File: src/plrm_pkg.sv
// shared types, constants and codes for the positional list range minimum block
`default_nettype none
package plrm_pkg;

  localparam int CAPACITY = 256;
  localparam int IDX_W    = $clog2(CAPACITY);
  localparam int CNT_W    = $clog2(CAPACITY + 1);
  localparam int POS_W    = 16;
  localparam int VAL_W    = 32;
  localparam int CMD_W    = 2;
  localparam int STAT_W   = 2;

  localparam logic signed [VAL_W-1:0] EMPTY_MIN = 32'sh2000_0000;

  localparam logic [STAT_W-1:0] STAT_OK     = 2'd0;
  localparam logic [STAT_W-1:0] STAT_FULL   = 2'd1;
  localparam logic [STAT_W-1:0] STAT_ABSENT = 2'd2;

  typedef enum logic [CMD_W-1:0] {
    CMD_INSERT = 2'd0,
    CMD_ERASE  = 2'd1,
    CMD_UPDATE = 2'd2,
    CMD_QUERY  = 2'd3
  } cmd_t;

  typedef enum logic [1:0] {
    OP_HOLD = 2'd0,
    OP_INS  = 2'd1,
    OP_ERA  = 2'd2,
    OP_WR   = 2'd3
  } cell_op_t;

  typedef struct packed {
    cell_op_t                 op;
    logic [IDX_W-1:0]         p;
    logic signed [VAL_W-1:0]  value;
    logic                     q_en;
    logic [POS_W-1:0]         q_lo;
    logic [POS_W-1:0]         q_hi;
  } cell_ctl_t;

  typedef struct packed {
    logic                     found;
    logic signed [VAL_W-1:0]  min;
  } run_t;

endpackage
`default_nettype wire

File: src/plrm_cell.sv
// one list cell: holds an entry, shifts with its neighbors, folds the running minimum
`default_nettype none
module plrm_cell (
  input  logic                               clk,
  input  logic [plrm_pkg::IDX_W-1:0]         idx,
  input  plrm_pkg::cell_ctl_t                ctl,
  input  logic signed [plrm_pkg::VAL_W-1:0]  left_val,
  input  logic signed [plrm_pkg::VAL_W-1:0]  right_val,
  input  plrm_pkg::run_t                     run_in,
  output logic signed [plrm_pkg::VAL_W-1:0]  val,
  output plrm_pkg::run_t                     run_out
);
  import plrm_pkg::*;

  logic signed [VAL_W-1:0] val_r, val_nxt;
  run_t                    run_r, run_nxt;
  logic                    in_range;
  logic [POS_W-1:0]        idx_ext;

  assign idx_ext = POS_W'(idx);

  always_comb begin
    val_nxt = val_r;
    unique case (ctl.op)
      OP_HOLD: val_nxt = val_r;
      OP_INS: begin
        if (idx == ctl.p) begin
          val_nxt = ctl.value;
        end else if (idx > ctl.p) begin
          val_nxt = left_val;
        end
      end
      OP_ERA: begin
        if (idx >= ctl.p) begin
          val_nxt = right_val;
        end
      end
      OP_WR: begin
        if (idx == ctl.p) begin
          val_nxt = ctl.value;
        end
      end
      default: val_nxt = val_r;
    endcase
  end

  assign in_range = ctl.q_en && (idx_ext >= ctl.q_lo) && (idx_ext <= ctl.q_hi);

  always_comb begin
    run_nxt = run_in;
    if (in_range && (!run_in.found || (val_r < run_in.min))) begin
      run_nxt.found = 1'b1;
      run_nxt.min   = val_r;
    end
  end

  always_ff @(posedge clk) begin
    val_r <= val_nxt;
    run_r <= run_nxt;
  end

  assign val     = val_r;
  assign run_out = run_r;

endmodule
`default_nettype wire

File: config.mk
export PLATFORM = sky130hd
export DESIGN_NAME = plrm_cell
export DESIGN_NICKNAME = d
export VERILOG_FILES = /design/src/plrm_pkg.sv /design/src/plrm_cell.sv
export SDC_FILE = /design/constraint.sdc
export NUM_CORES = 1
export LEC_CHECK = 0
export BUFFER_PORTS_ARGS = -buffer_cell sky130_fd_sc_hd__buf_2
export CAP_MARGIN = 20
export CORE_AREA = 4 4 102 104
export DETAILED_ROUTE_END_ITERATION = 8
export DIE_AREA = 0 0 106 108
export MAX_ROUTING_LAYER = met4
export PLACE_DENSITY = 0.88
export SETUP_SLACK_MARGIN = 0.4
export SLEW_MARGIN = 20
export SYNTH_ARGS = -nofsm -noshare
export SYNTH_HDL_FRONTEND = slang
export SYNTH_SLANG_ARGS = --single-unit
File: constraint.sdc
create_clock -name clk -period 7.05 [get_ports clk]
set_input_delay 1.0575 -clock clk [delete_from_list [all_inputs] [get_ports clk]]
set_output_delay 1.0575 -clock clk [all_outputs]
set_load 0.03 [all_outputs]
; Word-level counts from Yosys, hierarchy flattened
; Cells that the tools add are included.
[totals]
input_bits = 181
elab_cells = 29
regBits = 65
output_inout_bits = 65
ramBits = 0
latchBits = 0
n_memories = 0
rom_bits = 0
[classes]
shifts = 0
reduce_logical = 7
n_mul = 0
add_sub_neg = 0
n_mux = 6
div = 0
magnitude_cmp = 5
eq_ne = 7
bitwise = 1
[op_table]
columns = operator, n
row1 = 32-bit 2-to-1 mux, 5
row2 = 32-bit one-hot mux with 3 select lines, 1
row3 = 32-bit less-than comparator, 1
row4 = 8-bit by 16-bit greater-or-equal comparator with 1-bit output, 1
row5 = 8-bit by 16-bit <= comparator with 1-bit output, 1
row6 = 8-bit == test, 1
row7 = 8-bit greater-or-equal comparator, 1
row8 = 8-bit greater-than comparator, 1
row9 = 2-bit == test (second input constant), 2
row10 = 2-bit inequality test (second input constant), 2
row11 = 4-bit AND reduction, 1
row12 = 1-bit logical AND, 3
row13 = 3-bit inequality test (second input constant), 1
row14 = 2-bit by 1-bit == test with 1-bit output (second input constant), 1
row15 = 2-bit zero test, 1
row16 = 1-bit zero test, 1
row17 = 1-bit logical OR, 1
row18 = 1-bit inverter, 1

; Logic depth before layout (Yosys ltp)
[depth]
word_depth = 5
mapped_depth = 11
ltp_nobuf = 9

; Worst setup path before layout
; No wires, ideal clock.
[synth_timing]
kind = input-to-reg
startpoint = in ctl[72] (netlist name)
endpoint = reg val_r[0], in the netlist val[0], enable pin
required_ps = 6659
setup_time_ps = 391
arrival_time_ps = 3424
cell_stages = 8
setup_slack_ps = 3235
n_path_buf = 3
path_cell_list = inv_1 -> ha_1 -> and4_1 -> and3_1 -> clkbuf_1 -> clkbuf_1 -> clkbuf_1 -> o22a_1
[synth_via]
elab_chain_cells = 3
word_cells_on_any_way = 7
cone_classes = order compare (2) / eq/ne (4) / reduce/logical (1)
[synth_lines]
columns = element, line
row1 = from (decl), plrm_cell.sv:6  ; input plrm_pkg::cell_ctl_t ctl,
row2 = "8-bit greater-than comparator, or another cell as far along", plrm_cell.sv:29  ; end else if (idx > ctl.p) begin
row3 = 3-bit inequality test (no source line) / 2-bit inequality test (equally long branches), --
row4 = 4-bit AND reduction (no source line) (*), --
row5 = to (signal assigned), plrm_cell.sv:58  ; val_r <= val_nxt;
row6 = to (decl), plrm_cell.sv:15  ; logic signed [VAL_W-1:0] val_r, val_nxt;
; Every way passes the cells marked *; elsewhere a longest branch is shown, timed or not.
; A chain may end at the register's enable or synchronous reset.

==> Flow_metrics.wiki <==
{| class="wikitable"
! Metric !! Value
|-
| Number of buffers and inverters on the critical path || 2
|-
| Sum Neg Setup Slack || 0 ns
|-
| Global-route wire length before repair || about 22000 um
|-
| Outcome || completed
|-
| Category of the most critical setup path || in2reg
|-
| Mapped cell area || between 4000 and 5000 um2
|-
| Synth Area in Adders || roughly 15%
|-
| Number of clock sinks || between 60 and 70
|-
| Hold Buf Count CTS || 0
|-
| Crit path required time || between 7 and 8 ns
|-
| XOR/XNOR Fraction of Synth Area || 0%
|-
| Clock tree skew after final layout || 0.00770 ns
|-
| CTS clock-pin slew for the worst setup and hold paths || about 0.070 ns
|-
| Fraction of the yosys area taken by sequential cells || 35.0%
|-
| Peak supply drop || approximately 0.080 mV
|-
| Port Buffers || 245
|-
| Synthesized-area fraction occupied by and/or/nand/nor cells || between 10% and 20%
|-
| DIE HEIGHT || about 110 um
|-
| Hold path endpoint || run_out[27]
|-
| Highest cell delay on the worst timing path || ~0.99 ns
|-
| Initial drt markers || between 150 and 200
|-
| Pins over their slew limit || 0
|-
| Depth of the worst hold-timing path || 1
|-
| DR pass1 iterations || 4
|-
| Die footprint || about 11000 um2
|-
| Synth Warn # || 0
|-
| Final wirelength || 14400 um
|-
| Clock latency of the later-clocked register in the worst-skew pair || roughly 0.34 ns
|-
| Root Buffer Master || sky130_fd_sc_hd__clkbuf_8
|-
| Worst hold margin || about 0.54 ns
|-
| Rel. slew slack || 23.8%
|-
| Post-detailed-route count of antenna-violating nets || 0
|-
| Count of antenna diodes in the layout || 0
|-
| Avg Cell Area, Syn || 10.3 um2
|-
| Total power per unit cell area || approximately 190 nW/um2
|-
| Number of instances in the placed design || slightly above 800
|-
| Number of nets at the end of the flow || 921
|-
| Final number of setup-violating endpoints || 0
|-
| Placeable core region || roughly 9500 um2
|-
| Routed via count || 4383
|-
| Highest clock rate || roughly 250 MHz
|-
| Cells after Synth || between 400 and 500
|-
| Mean number of vias per cell || about 5.3
|-
| Worst Tran Pin Value || approximately 1.1 ns
|-
| CTS tree || built
|-
| Multiplexer fraction of the synthesized cell area || ~17%
|-
| Maximum number of pins on one net before global-route repair || just under 70
|-
| Post-CTS setup-driven buffer insertion count || 0
|-
| Final count of hold timing violations || 0
|-
| Setup crit start || idx[0]
|-
| Placer congestion estimate || ~0.81
|-
| Crit share post-route || 56.3%
|-
| Worst R2R Path Depth || 8
|-
| CTS Buf Count || 9
|-
| Max Root-Sink Buffers || 2
|-
| Critical Path Sink Type || register
|-
| Register-to-register setup slack || between 3 and 4 ns
|-
| Top Family by Delay on Critical Path || simple AND/OR/NAND/NOR gates
|-
| Unrepaired setup endpoints after global routing || no
|-
| Worst hold path type || reg2reg
|-
| Deepest level of the CTS H-tree || 3
|-
| Cell breakdown of the critical path || buf_2, inv_1, ha_1, nand2b_1, a21o_1, a211oi_1, nor3_1, o311ai_0, or4_2, mux2_2
|-
| Leakage power of the design || 3.26 nW
|-
| Worst hold path startpoint || val[27]
|-
| Slowest cell on the critical path || sky130_fd_sc_hd__or4_2
|-
| Synth async-reset ratio || 0%
|-
| Post-route DRC || 0
|-
| Commonest non-fill, non-tap cell in the layout || sky130_fd_sc_hd__buf_2
|-
| Endpoint of the most critical register-to-register path || run_out[2]
|-
| Growth of design area from synthesis to finish || 32.1%
|-
| Synthesized netlist net count || 685
|-
| Number of synthesized flops with an enable pin || 32
|-
| Cell row count || 36
|-
| Prevailing post-synth register cell || sky130_fd_sc_hd__dfxtp_1
|-
| Most frequent cells in the layout || 245 x sky130_fd_sc_hd__buf_2, 55 x sky130_fd_sc_hd__ha_1, 54 x sky130_fd_sc_hd__inv_1
|-
| Number of flip-flops and latches in the synthesized netlist || 65
|-
| Fraction of final layout cells with drive strength greater than 1 || 43.9%
|-
| Largest fanout of any net on the critical path || 32
|-
| Ports || approximately 250
|-
| Detailed-route wire length per cell || 17.4 um
|-
| Global route total overflow || 0
|-
| Distinct cells, synth || 44
|-
| Worst path setup slack after routing || ~3 ns
|-
| Number of antenna violations at the first check in global routing || 0
|-
| Final cell count without fillers || between 800 and 900
|-
| Vias in the first global route || approximately 4700
|-
| Number of cells upsized or downsized after cts || 0
|-
| Width of the die || between 100 and 150 um
|-
| MaxCap Viol Count || 0
|-
| Critical path arrival || between 4 and 5 ns
|-
| Gr usage total || approximately a quarter
|-
| Detailed placement HPWL || ~11000 um
|-
| Type of origin of the critical path || primary input
|-
| Combinational family with the most area after synthesis || multiplexers
|-
| Starting Density || between 40% and 50%
|-
| Reg-to-Reg Start || val[31]
|-
| Setup WS pre-CTS || between 2 and 3 ns
|-
| Share of the synthesized area in compound gates (AO/OA/AOI/OAI) || between 10% and 20%
|-
| Time the final worst path needs with I/O delays and setup || 3.97 ns
|}
metal layers:
layer	global-route usage [%]	routed length [um]	vias to the layer above
li1	-	-	2099
met1	27.1	5530	2025
met2	45.9	7330	214
met3	4.54	970	45
met4	13.2	515	0
met5	-	0	-
per-stage QoR:
step	instance area (um2)	total power, W	utilization (%)
floorplan	4640	0.000673	-
finish	6130	0.00114	64.2
global route	6130	0.00120	64.2
global placement	5910	0.000793	61.9
CTS	6120	0.00114	64.1
detailed placement	5910	0.000811	61.9
cells by family (layout without fill, tap and decap cells):
group / Yosys count / after routing
adder cells (fa/ha/maj): 55 / 55
AND/OR/NAND/NOR: 84 / 84
AO/OA/AOI/OAI: 105 / 105
multiplexers: 64 / 64
buffers and inverters: 76 / 317
flip-flops: 65 / 65
synthesized netlist by cell type (2+ instances only):
cell type	n	share of area, %
sky130_fd_sc_hd__a211oi_1	35	5.7
sky130_fd_sc_hd__a21o_1	7	1.1
sky130_fd_sc_hd__a21oi_1	45	4.9
sky130_fd_sc_hd__a221oi_1	2	0.38
sky130_fd_sc_hd__and2b_2	2	0.38
sky130_fd_sc_hd__and3_1	2	0.27
sky130_fd_sc_hd__and4_1	2	0.38
sky130_fd_sc_hd__buf_12	3	1.3
sky130_fd_sc_hd__clkbuf_1	17	1.4
sky130_fd_sc_hd__dfxtp_1	33	14
sky130_fd_sc_hd__edfxtp_1	32	21
sky130_fd_sc_hd__ha_1	55	15
sky130_fd_sc_hd__inv_1	54	4.4
sky130_fd_sc_hd__mux2_2	2	0.49
sky130_fd_sc_hd__mux2_4	30	9.7
sky130_fd_sc_hd__mux2i_1	32	6.9
sky130_fd_sc_hd__nand2_1	13	1.1
sky130_fd_sc_hd__nand2b_1	2	0.27
sky130_fd_sc_hd__nand3_1	4	0.43
sky130_fd_sc_hd__nand4_1	3	0.40
sky130_fd_sc_hd__nor2_1	8	0.65
sky130_fd_sc_hd__nor2b_1	33	4.5
sky130_fd_sc_hd__nor3_1	4	0.43
sky130_fd_sc_hd__nor4_1	5	0.67
sky130_fd_sc_hd__o21ai_0	5	0.54
worst max-delay path by stage:
stage            endpoint  slack [ns]  depth (start not counted)
3_5_place_dp   run_out[0]        2.70                         10
3_3_place_gp   run_out[0]        2.79                         10
4_1_cts        run_out[0]        3.09                         10
5_1_grt        run_out[0]        2.87                         10
6_report       run_out[0]        3.08                         10
2_1_floorplan      val[0]        3.23                          8
flip-flops by register name (all words and copies together), names as in the netlist:
name and count:
val 32, run_out 33
power by group:
group          internal, W  leakage, nW  total (W)  switching (W)
Combinational     0.000141         2.56   0.000340       0.000199
Sequential        0.000438        0.584   0.000465      0.0000272
Clock             0.000188        0.111   0.000332       0.000145
Total             0.000767         3.26    0.00114       0.000371
final cells by class:
type	count	area (um2)
clock buffers	15	208
multi-input cells	308	2680
fillers	789	3420
well taps	133	166
clock inverters	1	5.00
flip-flops and latches	65	1620
inverters	54	203
repair buffers	247	1240
No activity file was read; power rests on OpenSTA's default activity.
