$ cat config.mk
export PLATFORM = sky130hd
export DESIGN_NAME = plrm_ctrl
export DESIGN_NICKNAME = d
export VERILOG_FILES = /design/src/plrm_pkg.sv /design/src/plrm_ctrl.sv
export SDC_FILE = /design/constraint.sdc
export NUM_CORES = 1
export LEC_CHECK = 0
export BUFFER_PORTS_ARGS = -buffer_cell sky130_fd_sc_hd__buf_4
export CAP_MARGIN = 10
export CORE_ASPECT_RATIO = 0.75
export CORE_MARGIN = 4
export CORE_UTILIZATION = 45
export DETAILED_ROUTE_END_ITERATION = 8
export HOLD_SLACK_MARGIN = 0.06
export PLACE_DENSITY = 0.72
export SLEW_MARGIN = 20
export SYNTH_ARGS = -nofsm -noshare
export SYNTH_HDL_FRONTEND = slang
export SYNTH_SLANG_ARGS = --single-unit
$ cat constraint.sdc
create_clock -name clk -period 9.9 [get_ports clk]
set_input_delay 1.98 -clock clk [delete_from_list [all_inputs] [get_ports clk]]
set_output_delay 1.98 -clock clk [all_outputs]
set_load 0.005 [all_outputs]
$ cat src/plrm_pkg.sv
// shared types, constants and codes for the positional list range minimum block
`default_nettype none
package plrm_pkg;

  localparam int CAPACITY = 256;
  localparam int IDX_W    = $clog2(CAPACITY);
  localparam int CNT_W    = $clog2(CAPACITY + 1);
  localparam int POS_W    = 16;
  localparam int VAL_W    = 32;
  localparam int CMD_W    = 2;
  localparam int STAT_W   = 2;

  localparam logic signed [VAL_W-1:0] EMPTY_MIN = 32'sh2000_0000;

  localparam logic [STAT_W-1:0] STAT_OK     = 2'd0;
  localparam logic [STAT_W-1:0] STAT_FULL   = 2'd1;
  localparam logic [STAT_W-1:0] STAT_ABSENT = 2'd2;

  typedef enum logic [CMD_W-1:0] {
    CMD_INSERT = 2'd0,
    CMD_ERASE  = 2'd1,
    CMD_UPDATE = 2'd2,
    CMD_QUERY  = 2'd3
  } cmd_t;

  typedef enum logic [1:0] {
    OP_HOLD = 2'd0,
    OP_INS  = 2'd1,
    OP_ERA  = 2'd2,
    OP_WR   = 2'd3
  } cell_op_t;

  typedef struct packed {
    cell_op_t                 op;
    logic [IDX_W-1:0]         p;
    logic signed [VAL_W-1:0]  value;
    logic                     q_en;
    logic [POS_W-1:0]         q_lo;
    logic [POS_W-1:0]         q_hi;
  } cell_ctl_t;

  typedef struct packed {
    logic                     found;
    logic signed [VAL_W-1:0]  min;
  } run_t;

endpackage
`default_nettype wire

$ cat src/plrm_ctrl.sv
// command sequencer: decodes items, drives the cell row, times the minimum walk
`default_nettype none
module plrm_ctrl (
  input  logic                               clk,
  input  logic                               rst_n,
  input  logic                               in_valid,
  output logic                               in_ready,
  input  logic [plrm_pkg::CMD_W-1:0]         in_cmd,
  input  logic [plrm_pkg::POS_W-1:0]         in_pos,
  input  logic [plrm_pkg::POS_W-1:0]         in_pos_last,
  input  logic signed [plrm_pkg::VAL_W-1:0]  in_value,
  output plrm_pkg::cell_ctl_t                ctl,
  input  plrm_pkg::run_t                     run_last,
  output logic                               out_valid,
  input  logic                               out_ready,
  output logic signed [plrm_pkg::VAL_W-1:0]  out_min,
  output logic                               out_empty,
  output logic [plrm_pkg::POS_W-1:0]         out_length,
  output logic [plrm_pkg::STAT_W-1:0]        out_status
);
  import plrm_pkg::*;

  typedef enum logic [3:0] {
    S_IDLE = 4'b0001,
    S_EXEC = 4'b0010,
    S_WALK = 4'b0100,
    S_OUT  = 4'b1000
  } state_t;

  state_t state_r, state_nxt;

  cmd_t                    cmd_r;
  logic [POS_W-1:0]        pos_r, pos_last_r;
  logic signed [VAL_W-1:0] value_r;

  logic [CNT_W-1:0]        count_r, count_nxt;
  logic [CNT_W-1:0]        walk_r, walk_nxt;

  logic                    q_en_r, q_en_nxt;
  logic [POS_W-1:0]        q_lo_r, q_lo_nxt, q_hi_r, q_hi_nxt;

  logic signed [VAL_W-1:0] res_min_r, res_min_nxt;
  logic                    res_empty_r, res_empty_nxt;
  logic [POS_W-1:0]        res_len_r, res_len_nxt;
  logic [STAT_W-1:0]       res_stat_r, res_stat_nxt;

  logic                    out_valid_r, out_valid_nxt;
  logic signed [VAL_W-1:0] out_min_r;
  logic                    out_empty_r;
  logic [POS_W-1:0]        out_len_r;
  logic [STAT_W-1:0]       out_stat_r;

  logic                    in_fire, out_fire, out_load;
  logic [POS_W-1:0]        cnt_ext;
  logic                    full, present;
  cell_op_t                dec_op;
  logic [IDX_W-1:0]        dec_p;
  logic [CNT_W-1:0]        dec_count;
  logic [STAT_W-1:0]       dec_stat;

  assign in_ready = (state_r == S_IDLE);
  assign in_fire  = in_valid && in_ready;
  assign out_fire = out_valid_r && out_ready;
  assign out_load = (state_r == S_OUT) && (!out_valid_r || out_ready);

  assign cnt_ext = POS_W'(count_r);
  assign full    = (count_r == CNT_W'(CAPACITY));
  assign present = (pos_r < cnt_ext);

  // list edit decode
  always_comb begin
    dec_op    = OP_HOLD;
    dec_p     = pos_r[IDX_W-1:0];
    dec_count = count_r;
    dec_stat  = STAT_OK;
    unique case (cmd_r)
      CMD_INSERT: begin
        if (full) begin
          dec_stat = STAT_FULL;
        end else begin
          dec_op    = OP_INS;
          dec_p     = present ? pos_r[IDX_W-1:0] : count_r[IDX_W-1:0];
          dec_count = count_r + CNT_W'(1);
        end
      end
      CMD_ERASE: begin
        if (present) begin
          dec_op    = OP_ERA;
          dec_count = count_r - CNT_W'(1);
        end else begin
          dec_stat = STAT_ABSENT;
        end
      end
      CMD_UPDATE: begin
        if (present) begin
          dec_op = OP_WR;
        end else if (full) begin
          dec_stat = STAT_FULL;
        end else begin
          dec_op    = OP_INS;
          dec_p     = count_r[IDX_W-1:0];
          dec_count = count_r + CNT_W'(1);
          dec_stat  = STAT_ABSENT;
        end
      end
      CMD_QUERY: dec_op = OP_HOLD;
      default:   dec_op = OP_HOLD;
    endcase
  end

  always_comb begin
    state_nxt     = state_r;
    count_nxt     = count_r;
    walk_nxt      = walk_r;
    q_en_nxt      = q_en_r;
    q_lo_nxt      = q_lo_r;
    q_hi_nxt      = q_hi_r;
    res_min_nxt   = res_min_r;
    res_empty_nxt = res_empty_r;
    res_len_nxt   = res_len_r;
    res_stat_nxt  = res_stat_r;
    out_valid_nxt = out_valid_r;
    if (out_fire) begin
      out_valid_nxt = 1'b0;
    end
    unique case (state_r)
      S_IDLE: begin
        if (in_fire) begin
          state_nxt = S_EXEC;
        end
      end
      S_EXEC: begin
        if (cmd_r == CMD_QUERY) begin
          q_en_nxt  = (count_r != '0) && (pos_r <= pos_last_r) && present;
          q_lo_nxt  = pos_r;
          q_hi_nxt  = (pos_last_r < cnt_ext) ? pos_last_r : (cnt_ext - POS_W'(1));
          walk_nxt  = '0;
          state_nxt = S_WALK;
        end else begin
          count_nxt     = dec_count;
          res_min_nxt   = '0;
          res_empty_nxt = 1'b0;
          res_len_nxt   = POS_W'(dec_count);
          res_stat_nxt  = dec_stat;
          state_nxt     = S_OUT;
        end
      end
      S_WALK: begin
        if (walk_r == CNT_W'(CAPACITY)) begin
          res_min_nxt   = run_last.found ? run_last.min : EMPTY_MIN;
          res_empty_nxt = !run_last.found;
          res_len_nxt   = cnt_ext;
          res_stat_nxt  = STAT_OK;
          state_nxt     = S_OUT;
        end else begin
          walk_nxt = walk_r + CNT_W'(1);
        end
      end
      S_OUT: begin
        if (out_load) begin
          out_valid_nxt = 1'b1;
          state_nxt     = S_IDLE;
        end
      end
      default: state_nxt = S_IDLE;
    endcase
  end

  always_ff @(posedge clk) begin
    if (!rst_n) begin
      state_r     <= S_IDLE;
      count_r     <= '0;
      out_valid_r <= 1'b0;
      walk_r      <= '0;
      q_en_r      <= 1'b0;
    end else begin
      state_r     <= state_nxt;
      count_r     <= count_nxt;
      out_valid_r <= out_valid_nxt;
      walk_r      <= walk_nxt;
      q_en_r      <= q_en_nxt;
    end
  end

  always_ff @(posedge clk) begin
    if (in_fire) begin
      cmd_r      <= cmd_t'(in_cmd);
      pos_r      <= in_pos;
      pos_last_r <= in_pos_last;
      value_r    <= in_value;
    end
    q_lo_r      <= q_lo_nxt;
    q_hi_r      <= q_hi_nxt;
    res_min_r   <= res_min_nxt;
    res_empty_r <= res_empty_nxt;
    res_len_r   <= res_len_nxt;
    res_stat_r  <= res_stat_nxt;
    if (out_load) begin
      out_min_r   <= res_min_r;
      out_empty_r <= res_empty_r;
      out_len_r   <= res_len_r;
      out_stat_r  <= res_stat_r;
    end
  end

  // edits reach the cells only in the execute cycle
  always_comb begin
    ctl.op    = (state_r == S_EXEC) ? dec_op : OP_HOLD;
    ctl.p     = dec_p;
    ctl.value = value_r;
    ctl.q_en  = q_en_r;
    ctl.q_lo  = q_lo_r;
    ctl.q_hi  = q_hi_r;
  end

  assign out_valid  = out_valid_r;
  assign out_min    = out_min_r;
  assign out_empty  = out_empty_r;
  assign out_length = out_len_r;
  assign out_status = out_stat_r;

endmodule
`default_nettype wire

### Yosys cells after proc, flatten, opt, wreduce, memory -nomap -nowiden

Cells that the tools add are included.

| storage, ports and cells | value |
|---|---|
| output and inout port bits | 128 |
| register bits after elaboration | 224 |
| word-level logic and storage cells | 102 |
| bits of input ports | 103 |

| operators by class | value |
|---|---|
| bitwise operators | 1 |
| reductions and logical operators | 16 |
| muxes and demuxes | 44 |
| magnitude comparators | 3 |
| equal/unequal tests | 15 |
| add/subtract/negate cells | 4 |

Operators by type and width:

| operator | number |
|---|---|
| 32-bit two-way mux | 3 |
| 32-bit one-hot mux with 2 select lines | 1 |
| 16-bit two-way mux | 3 |
| 9-bit two-way mux | 5 |
| 16-bit by 9-bit < comparator with 1-bit output | 2 |
| 8-bit two-way mux | 4 |
| 16-bit one-hot mux with 2 select lines | 1 |
| 9-bit one-hot mux with 3 select lines | 1 |
| 9-bit by 1-bit adder with 9-bit output, second input constant | 2 |
| 9-bit equality test, second input constant | 2 |
| 9-bit one-hot mux with 2 select lines | 1 |
| 16-bit <= comparator | 1 |
| 2-bit two-way mux | 8 |
| 4-bit two-way mux | 4 |
| 4-bit one-hot mux with 4 select lines | 1 |
| 8-bit one-hot mux with 2 select lines | 1 |
| 2-bit != test, second input constant | 5 |
| 9-bit by 1-bit subtractor with 10-bit output, second input constant | 1 |
| 3-bit AND reduction | 3 |
| 9-bit nonzero test | 1 |
| 9-bit by 1-bit subtractor with 9-bit output, second input constant | 1 |
| 2-bit one-hot mux with 4 select lines | 1 |
| 1-bit two-way mux | 7 |
| 2-bit one-hot mux with 3 select lines | 1 |
| other kinds (16) | 23 |

### Longest topological paths before layout

| depth | value |
|---|---|
| word-level depth | 6 |
| gate-level depth with buffers | 11 |

### Worst setup path before layout

OpenSTA, ideal clock, no wires.

| path | value |
|---|---|
| path kind | flip-flop to flip-flop |
| from | register state_r[3] |
| to | register res_empty_r (enable) |
| buffers on the path | 1 |
| path slack | 4.759 ns |
| library setup time | 0.514 ns |
| data arrival time | 4.627 ns |
| required time | 9.386 ns |
| cell stages (with the launch flop) | 4 |
| cells stage by stage | dfxtp_1 or4b_2 clkbuf_1 a211oi_1 |

| between the ends | value |
|---|---|
| longest elaborated chain between the ends | 3 |
| elaborated cells between the ends (all ways) | 6 |

RTL lines:

| what | RTL line | text |
|---|---|---|
| from (decl) | plrm_ctrl.sv:30 | `state_t state_r, state_nxt;` |
| from (signal assigned) | plrm_ctrl.sv:177 | `state_r <= state_nxt;` |
| 4-bit by 2-bit equality test with 1-bit output / 4-bit by 3-bit equality test with 1-bit output (equally long branches) | plrm_ctrl.sv:126 | `unique case (state_r)` |
| 2-bit != test (no source line) / 2-bit nonzero test (equally long branches) | n/a |  |
| 3-bit AND reduction (no source line) * | n/a |  |
| to (signal assigned) | plrm_ctrl.sv:195 | `res_empty_r <= res_empty_nxt;` |
| to (decl) | plrm_ctrl.sv:43 | `logic res_empty_r, res_empty_nxt;` |

Mark *: on every way between the ends. The rest lies on a longest branch, timed or not.
A chain may end at the register's enable or synchronous reset.

==> results.yml <==
run_status:
  status: "finished, final reports clean"
yosys:
  synth_cell_types: 63
  synthSimpleGateAreaFrac: 0.107
  yosysWarnings: 0
  synthTopCellsByArea: "edfxtp_1 63%, dfxtp_1 5.4%, ha_1 5.1%"
  synth-adder-area-share: 0.0508
  yosysTopAreaCellShare: 0.631
  synth-seq-cells: 210
  synth_mux_area_frac: 0.0192
  netlist_area_sq_mm: 0.00886
  avgSynthCellArea_sq_um: 14.1
  synth_area_leader_cell: "edfxtp_1"
  async_flop_share: 0
  synth_xor_area_frac: 0.0138
  synth_edf_count: 186
  synth_compound_area_frac: 0.0880
  synth_seq_area_share: 0.685
  synthCells: 627
  synth_top_family_by_area: "simple AND/OR/NAND/NOR gates"
  ys.flop_type: "edfxtp_1"
setup_path:
  crit_start: "count_r[4]$_SDFFE_PN0P_"
  cp_slowest_stage_delay_ns: 0.76
  regToRegSetupSlack_ns: 6.44
  start_kind: "flop"
  crit_type: "reg2out"
  path_cells: "inv_1 > ha_1 > o2111ai_1 > o211a_1 > nor3_2 > mux2_2 > buf_4"
  timing.rr.end: "res_len_r[1]$_DFFE_PP_"
  cp_slowest_cell: "nor3_2"
  worst-path-max-fanout: 17
  r2r.worst_path.cells: 8
  r2r-start: "count_r[4]$_SDFFE_PN0P_"
  critPathCapture: "ctl[72]"
  required_ns: 7.92
  endpoint_kind: "output port"
  critical_path_arrival_ns: 3.82
cells_and_area:
  final_cell_mix: "227 x buf_4, 186 x edfxtp_1, 39 x and3_1"
  nFillCells: 1549
  layout.cells.most_common: "buf_4"
  drive_above_1_share: 0.329
  antenna_cells: 0
  fin_nets: 984
  area.growth.synth_to_final_pct: 29.3
drt:
  viasPerCell: 5.44
  dr.pass1.iters: 5
  drt_iter0_markers: 482
  route.detailed.drc: 0
  wire_per_inst_um: 19.1
  antenna_left: 0
  totalWireLength_um: 21200
  via_count: 6049
global_routing:
  antenna_found_initial: 0
  grt_pass1_vias: 5807
  top_usage_layer: "met2"
  track_usage: 0.186
  use_met2: 0.281
  grt_max_degree: 68
  met3_usage: 0.0506
  grtUsageMet1: 0.273
  grt_first_pass_wirelength_um: 32300
  grt_overflow: 0
cts:
  postCtsSetupRepairBufs: 0
  cts_resized: 0
  cts_made_buffers: 22
  htreeDepth: 1
  cts-root-buf: "clkbuf_16"
  clkSlewWorstSetupHoldPaths_ns: 0.06
  clock_path_buffers: 3
  ctsHoldBuffers: 0
  cts_tree: "built"
  clkLatencyLatePin_ns: 0.50
  clock-sinks: 210
timing:
  slew_headroom: 0.366
  maxClockFrequency_mhz: 172
  hold_ws_ns: 0.416
  fin_crit_sh: 0.586
  rsz0062_at_grt: "false"
  final.setup.worst_slack_ns: 4.10
  slew_violations: 0
  setup_tns_ns: 0
  hold_viol: 0
  tightest_slew_ns: 0.947
  finalSetupViolCount: 0
  fin_skew_ns: 0.0140
  period_minus_slack_ns: 5.80
power_and_ir_drop:
  ir_worst_vdd_mv: 0.138
  power_leakage_nw: 4.49
  power_density_mw_per_mm2: 171
die:
  initial_utilization: 0.458
  boundaryPins: 231
  core_region_area_sq_mm: 0.0193
  dieHeight_um: 130
  dieWidth_um: 170
  fp-row-count: 44
  die-area_sq_mm: 0.0220
placement:
  hpwl_um: 15200
  gp_congestion: 0.901
  port_buffers: 223
  pre_cts_slack_ns: 4.71
hold_path:
  min_path_type: "reg2reg"
run:
  maxCapViolCount: 0
per-layer routing:
layer,vias to the layer above,wire length (um)
met5,-,0
met4,0,345
met3,34,2040
met2,285,9490
met1,2907,9290
li1,2823,-
how the worst min path moves through the flow:
stage / from / end / slack [ns] / cells after the start
floorplan: res_empty_r$_SDFFCE_PN0P_ / out_empty$_DFFE_PP_ / 0.40 / 0
finish: res_len_r[4]$_DFFE_PP_ / out_length[4]$_DFFE_PP_ / 0.42 / 0
global placement: res_min_r[18]$_SDFFCE_PN0P_ / out_min[18]$_DFFE_PP_ / 0.40 / 0
detailed placement: res_len_r[2]$_DFFE_PP_ / out_length[2]$_DFFE_PP_ / 0.40 / 0
global route: res_min_r[8]$_SDFFCE_PN0P_ / out_min[8]$_DFFE_PP_ / 0.42 / 0
CTS: res_min_r[1]$_SDFFCE_PN0P_ / out_min[1]$_DFFE_PP_ / 0.41 / 0
critical path: cells and delay by family (launching register included):
| kind | cells | cell delay, ns |
|---|---|---|
| AO/OA/AOI/OAI | 2 | 0.60 |
| buffers and inverters | 2 | 0.43 |
| adder cells (fa/ha/maj) | 1 | 0.36 |
| AND/OR/NAND/NOR | 1 | 0.76 |
| multiplexers | 1 | 0.44 |
| flip-flops | 1 | 0.74 |
metrics by stage:
stage	util	instances	cell area [sq um]	total power (W)
2_1_floorplan	-	633	8880	0.00110
3_3_place_gp	0.556	1073	10700	0.00117
3_5_place_dp	0.556	1073	10700	0.00117
4_1_cts	0.592	1110	11400	0.00198
5_1_grt	0.593	1111	11500	0.00203
6_report	0.593	1111	11500	0.00196
layout make-up:
class                           count  area [sq um]  area share
Tap cell                          253           317      0.0276
Inverter                           30           113     0.00983
Clock inverter                      7          85.1     0.00743
Multi-Input combinational cell    353          2550       0.222
Sequential cell                   210          6070       0.530
Clock buffer                       30           612      0.0534
Timing Repair Buffer              228          1720       0.150
kinds of logic after synthesis:
logic type      count (synthesis)
buf+inv                        70
mux                            16
other cells                     1
fa+ha+maj                      36
compound gates                112
xor+xnor                       14
flops                         210
simple gates                  168
cell usage after synthesis (3+ instances only):
| cell type | n |
|---|---|
| a211o_1 | 4 |
| a211oi_1 | 12 |
| a21o_1 | 5 |
| a21oi_1 | 26 |
| a311oi_1 | 3 |
| a31oi_1 | 3 |
| and2_1 | 3 |
| and3_1 | 39 |
| buf_4 | 11 |
| clkbuf_1 | 26 |
| dfxtp_1 | 24 |
| edfxtp_1 | 186 |
| ha_1 | 36 |
| inv_1 | 28 |
| mux2_2 | 8 |
| mux2i_1 | 8 |
| nand2_1 | 25 |
| nand2b_1 | 5 |
| nand3_1 | 16 |
| nand4_1 | 9 |
| nor2_1 | 30 |
| nor2b_1 | 5 |
| nor3_1 | 6 |
| nor4_1 | 10 |
| nor4b_1 | 3 |
| o211ai_1 | 6 |
| o21a_1 | 3 |
| o21ai_0 | 18 |
| o22ai_1 | 3 |
| o31ai_1 | 4 |
| o32ai_1 | 3 |
| or3_1 | 3 |
| xnor2_1 | 9 |
| xor2_1 | 5 |
sequential cells by signal, indices dropped and copies added (netlist names), 4 cells and up:
| name | count |
|---|---|
| count_r | 9 |
| out_length | 9 |
| out_min | 32 |
| pos_last_r | 16 |
| pos_r | 16 |
| q_hi_r | 16 |
| q_lo_r | 16 |
| res_len_r | 9 |
| res_min_r | 32 |
| state_r | 4 |
| value_r | 32 |
| walk_r | 9 |
report_power, final:
group	leakage, nW	internal (W)	switching, W
Sequential	1.90	0.000994	0.0000179
Clock	0.337	0.000482	0.000317
Combinational	2.25	0.0000726	0.0000735
Total	4.49	0.00155	0.000408
Power figures use the tool's default switching activity.
